$ cat src/design/ter_pkg.sv
// Shared types and constants of the triangle edge rasterizer.
`default_nettype none

package ter_pkg;

	// Vertex store and input codes.
	localparam int   NUM_SLOTS  = 3;
	localparam logic MODE_LOAD  = 1'b0;
	localparam logic MODE_QUERY = 1'b1;

	// Configuration register indexes and reset values.
	localparam logic        REG_SCREEN_WIDTH  = 1'b0;
	localparam logic        REG_SCREEN_HEIGHT = 1'b1;
	localparam logic [12:0] WIDTH_RESET       = 13'd640;
	localparam logic [12:0] HEIGHT_RESET      = 13'd480;
	localparam logic [12:0] SCREEN_MAX        = 13'd4096;

	// Divider: quotient bits produced one per cycle, enough for 255 * 32767.
	localparam int          DIV_STEPS  = 23;
	localparam int          CNT_W      = 5;
	localparam logic [15:0] DEPTH_BIAS = 16'h8000;

	typedef struct packed {
		logic signed [15:0] x;
		logic signed [15:0] y;
		logic signed [15:0] d;
		logic signed [15:0] n;
	} ter_vtx_t;

	// Commands from the controller to the datapath.
	typedef struct packed {
		logic load_vtx;
		logic cap_pixel;
		logic st_prod;
		logic st_edge;
		logic st_wprod;
		logic st_wsum;
		logic div_step;
		logic out_load;
		logic out_query;
	} ter_cmd_t;

	// Status from the datapath to the controller.
	typedef struct packed {
		logic covered;
	} ter_sts_t;

endpackage

`default_nettype wire

$ cat src/design/ter_ctrl.sv
// Controller: sequences a load or a pixel query and owns the handshakes.
`default_nettype none

module ter_ctrl import ter_pkg::*; (
	input  wire logic     clk,
	input  wire logic     arst_n,
	input  wire logic     in_valid,
	output logic          in_ready,
	input  wire logic     mode,
	output logic          out_valid,
	input  wire logic     out_ready,
	output ter_cmd_t      cmd,
	input  wire ter_sts_t sts
);

	typedef enum logic [2:0] {
		S_IDLE, S_PROD, S_EDGE, S_WPROD, S_WSUM, S_DIV, S_FIN
	} state_t;

	state_t           state_q;
	logic             query_q;
	logic             out_valid_q;
	logic [CNT_W-1:0] cnt_q;
	logic             accept;

	assign in_ready  = (state_q == S_IDLE);
	assign accept    = in_valid && in_ready;
	assign out_valid = out_valid_q;

	// Command decode.
	always_comb begin
		cmd.load_vtx  = accept && (mode == MODE_LOAD);
		cmd.cap_pixel = accept && (mode == MODE_QUERY);
		cmd.st_prod   = (state_q == S_PROD);
		cmd.st_edge   = (state_q == S_EDGE);
		cmd.st_wprod  = (state_q == S_WPROD);
		cmd.st_wsum   = (state_q == S_WSUM);
		cmd.div_step  = (state_q == S_DIV);
		cmd.out_load  = (state_q == S_FIN) && (!out_valid_q || out_ready);
		cmd.out_query = query_q;
	end

	// State, step counter and output valid.
	always_ff @(posedge clk or negedge arst_n) begin
		if (!arst_n) begin
			state_q     <= S_IDLE;
			query_q     <= 1'b0;
			out_valid_q <= 1'b0;
			cnt_q       <= '0;
		end else begin
			if (cmd.out_load) begin
				out_valid_q <= 1'b1;
			end else if (out_ready) begin
				out_valid_q <= 1'b0;
			end
			case (state_q)
				S_IDLE: begin
					if (accept) begin
						query_q <= mode;
						state_q <= (mode == MODE_QUERY) ? S_PROD : S_FIN;
					end
				end
				S_PROD:  state_q <= S_EDGE;
				S_EDGE:  state_q <= S_WPROD;
				S_WPROD: state_q <= S_WSUM;
				S_WSUM: begin
					cnt_q   <= CNT_W'(DIV_STEPS - 1);
					state_q <= sts.covered ? S_DIV : S_FIN;
				end
				S_DIV: begin
					cnt_q <= cnt_q - 1'b1;
					if (cnt_q == '0) begin
						state_q <= S_FIN;
					end
				end
				S_FIN: begin
					if (cmd.out_load) begin
						state_q <= S_IDLE;
					end
				end
				default: state_q <= S_IDLE;
			endcase
		end
	end

endmodule

`default_nettype wire

$ cat config.mk
export PLATFORM = sky130hd
export DESIGN_NAME = ter_ctrl
export DESIGN_NICKNAME = d
export VERILOG_FILES = /design/src/design/ter_pkg.sv /design/src/design/ter_ctrl.sv
export SDC_FILE = /design/constraint.sdc
export NUM_CORES = 1
export LEC_CHECK = 0
export BUFFER_PORTS_ARGS = -buffer_cell sky130_fd_sc_hd__clkbuf_2
export CAP_MARGIN = 20
export CORE_MARGIN = 1.5
export CORE_UTILIZATION = 35
export DETAILED_ROUTE_END_ITERATION = 12
export SKIP_CTS_REPAIR_TIMING = 1
export SLEW_MARGIN = 25
export SYNTH_ARGS = -nofsm -noshare
export SYNTH_HDL_FRONTEND = slang
export SYNTH_SLANG_ARGS = --single-unit
export TNS_END_PERCENT = 20
$ cat constraint.sdc
create_clock -name clk -period 3.4 [get_ports clk]
set_input_delay 0.51 -clock clk [delete_from_list [all_inputs] [get_ports clk]]
set_output_delay 0.51 -clock clk [all_outputs]
set_load 0.01 [all_outputs]
==> flow_summary.yaml <==
critical_path:
  rrSetupSlack_ps: 1910
  crit_type: "register to output port"
  crit_fanout: 19
  worstPathArrival_ps: 1410
  endpoint_kind: "output port"
  worstPathRequired_ps: 2890
  ff2ff_path_depth: 5
  start_kind: "register"
synth:
  syn_area_sq_um: 614.3
  ys_ff_latch: 10
  syn-mean-instance-area_sq_um: 9.451
  synth_edf_count: 0
  synthArstFlopShare: 1.000
  syn_nets: 72
  yosysMostFrequentCell: "dfrtp_1"
  synthTopCellsByCount: "dfrtp_1 (10), nand2_1 (5)"
  synth_flop_cell: "dfrtp_1"
  yosysTopAreaCell: "dfrtp_1"
  synth_top_area_frac: 0.4073
  synth_area_leaders: "dfrtp_1 (41%), o211ai_1 (3.7%), nand2_1 (3.1%), nand2b_1 (3.1%), or3b_1 (2.9%)"
  syn-instance-count: 65
  yosysSeqAreaShare: 0.4073
  yosys_warnings: 0
  yosys.cell_types.count: 31
die:
  start_util: 0.3897
  io_pins: 17
  die_w_um: 44.90
  dieArea_sq_mm: 0.002016
  rows: 14
  die_h_um: 44.90
  core_area_sq_mm: 0.001577
power:
  p_leak_nw: 0.3434
  irDropWorstVdd_v: 0.0003692
  clockPowerShare: 0.165
  pwr_density_cell_mw_per_mm2: 906.4
  comb_power_share: 0.436
  p_sw_frac: 0.4145
  pwr-share-seq: 0.399
  p_sw_mw: 0.2684
  p_int_mw: 0.3791
sta:
  grt_setup_unrepaired: "false"
  skew_ps: 5.147
  fin_crit_ps: 1923
  fmax_mhz: 520.1
  max_slew_margin: 0.6394
  setup_viol_count_final: 0
  hold_viol_final: 0
  slew_violations: 0
  finalCritPeriodShare: 0.5655
  worst_slew_pin_slew_ps: 540.9
  timing.hold.ws_ps: 101.3
  fin_tns_setup_ps: 0
routing:
  initialDrtViolationCount: 8
  vias: 498
  dr.pass1.iters: 4
  route.detailed.drc: 0
  postRouteAntennaNets: 0
  viasPerCell: 5.188
  wl_per_cell_um: 12.00
  wirelength_mm: 1.152
placement:
  place_hpwl_um: 837
  place.gp.congestion: 0.7534
  port_buffers: 16
global_route:
  overflow: 0
  grt.total_usage: 0.1357
  grt_pass1_wl_mm: 1.959
  antenna_found_initial: 0
  grt_pass1_vias: 462
  grt_max_degree: 20
clock_tree:
  clk-insertion-delay-late_ps: 260
  numCtsBuffers: 3
  cts_htree_levels: 1
  clockRootBuffer: "clkbuf_4"
  clockBufferDepth: 2
  cts_tree: "done"
  clk_pin_slew_ps: 70
  cts.sinks: 10
layout:
  fillers: 160
  final_util: 0.4532
  synthToLayoutAreaGrowth_pct: 16.29
  nets: 88
  drive_gt1_frac: 0.3125
  n_antenna_cell: 0
run:
  drv_cap: 0
run_status:
  status: "finished clean"
hold_path:
  hp-class: "input port to asynchronous set/reset pin"
layout by cell type (no fill, tap or decap), types with 2 or more instances in the layout:
cell type  count
clkbuf_2      16
dfrtp_1       10
nand2_1        5
inv_1          3
nand2b_1       3
nor2_1         3
nor3_1         3
o211ai_1       3
a21oi_1        3
clkbuf_4       3
and2_1         2
nor3b_1        2
and3_1         2
nor2b_1        2
or3b_1         2
a31oi_1        2
o21ai_0        2
logic make-up (layout without fill, tap and decap cells):
kind of cell | after synthesis | count (layout) | share of synthesized area
AND/OR/NAND/NOR | 29 | 29 | 0.2933
multiplexers | 1 | 1 | 0.01833
AO/OA/AOI/OAI | 16 | 16 | 0.1833
adder cells (fa/ha/maj) | 1 | 1 | 0.02036
buffers and inverters | 8 | 23 | 0.07738
flip-flops | 10 | 10 | 0.4073
sequential cells by signal (all words and copies together), names as in the netlist:
| name | count |
|---|---|
| query_q | 1 |
| cnt_q | 5 |
| state_q | 3 |
| out_valid | 1 |
path summary, 6_finish.rpt:
check | end | from
max | cmd[7] | state_q[0]
min | cnt_q[2] | arst_n
max reg2reg | state_q[0] | cnt_q[0]
min reg2reg | query_q | query_q
max in group asynchronous | cnt_q[4] | arst_n
min in group clk | query_q | query_q
stage by stage:
stage / power (mW) / worst slack [ps] / std cells / instance area (sq um)
6_report: 0.6476 / 1477 / 96 / 714.4
5_1_grt: 0.7134 / 1345 / 96 / 714.4
4_1_cts: 0.6580 / 1447 / 96 / 714.4
3_5_place_dp: 0.5429 / 1757 / 92 / 678.2
3_3_place_gp: 0.5409 / 1780 / 92 / 678.2
2_1_floorplan: 0.4846 / 1890 / 65 / 614.3
area by class of cell:
class	count	area (sq um)	share of cell area
multi-input cells	47	316.6	0.4431
repair buffers	16	80.08	0.1121
inverters	3	11.26	0.01576
well taps	16	20.02	0.02802
flip-flops and latches	10	250.2	0.3503
clock buffers	4	36.28	0.05079
worst max-delay path: stages (launching register included):
cell and delay [ps]:
dfrtp_1 580, nor3_4 230, and3_1 200, clkbuf_2 130
power groups by stage:
| stage | logic (mW) | registers, mW | clock network [mW] |
|---|---|---|---|
| detailed placement | 0.283 | 0.260 | 0 |
| global route | 0.320 | 0.272 | 0.122 |
| CTS | 0.286 | 0.258 | 0.114 |
| finish | 0.282 | 0.259 | 0.107 |
| floorplan | 0.284 | 0.200 | 0 |
| global placement | 0.283 | 0.258 | 0 |
routing by layer:
layer,share of wire,global-route usage,vias to the layer above
li1,-,-,263
met1,0.51,0.1820,226
met2,0.45,0.1913,9
met3,0.041,0.07200,0
met4,0,0.03529,0
met5,0,0,-
(Power assumes the default switching activity.)
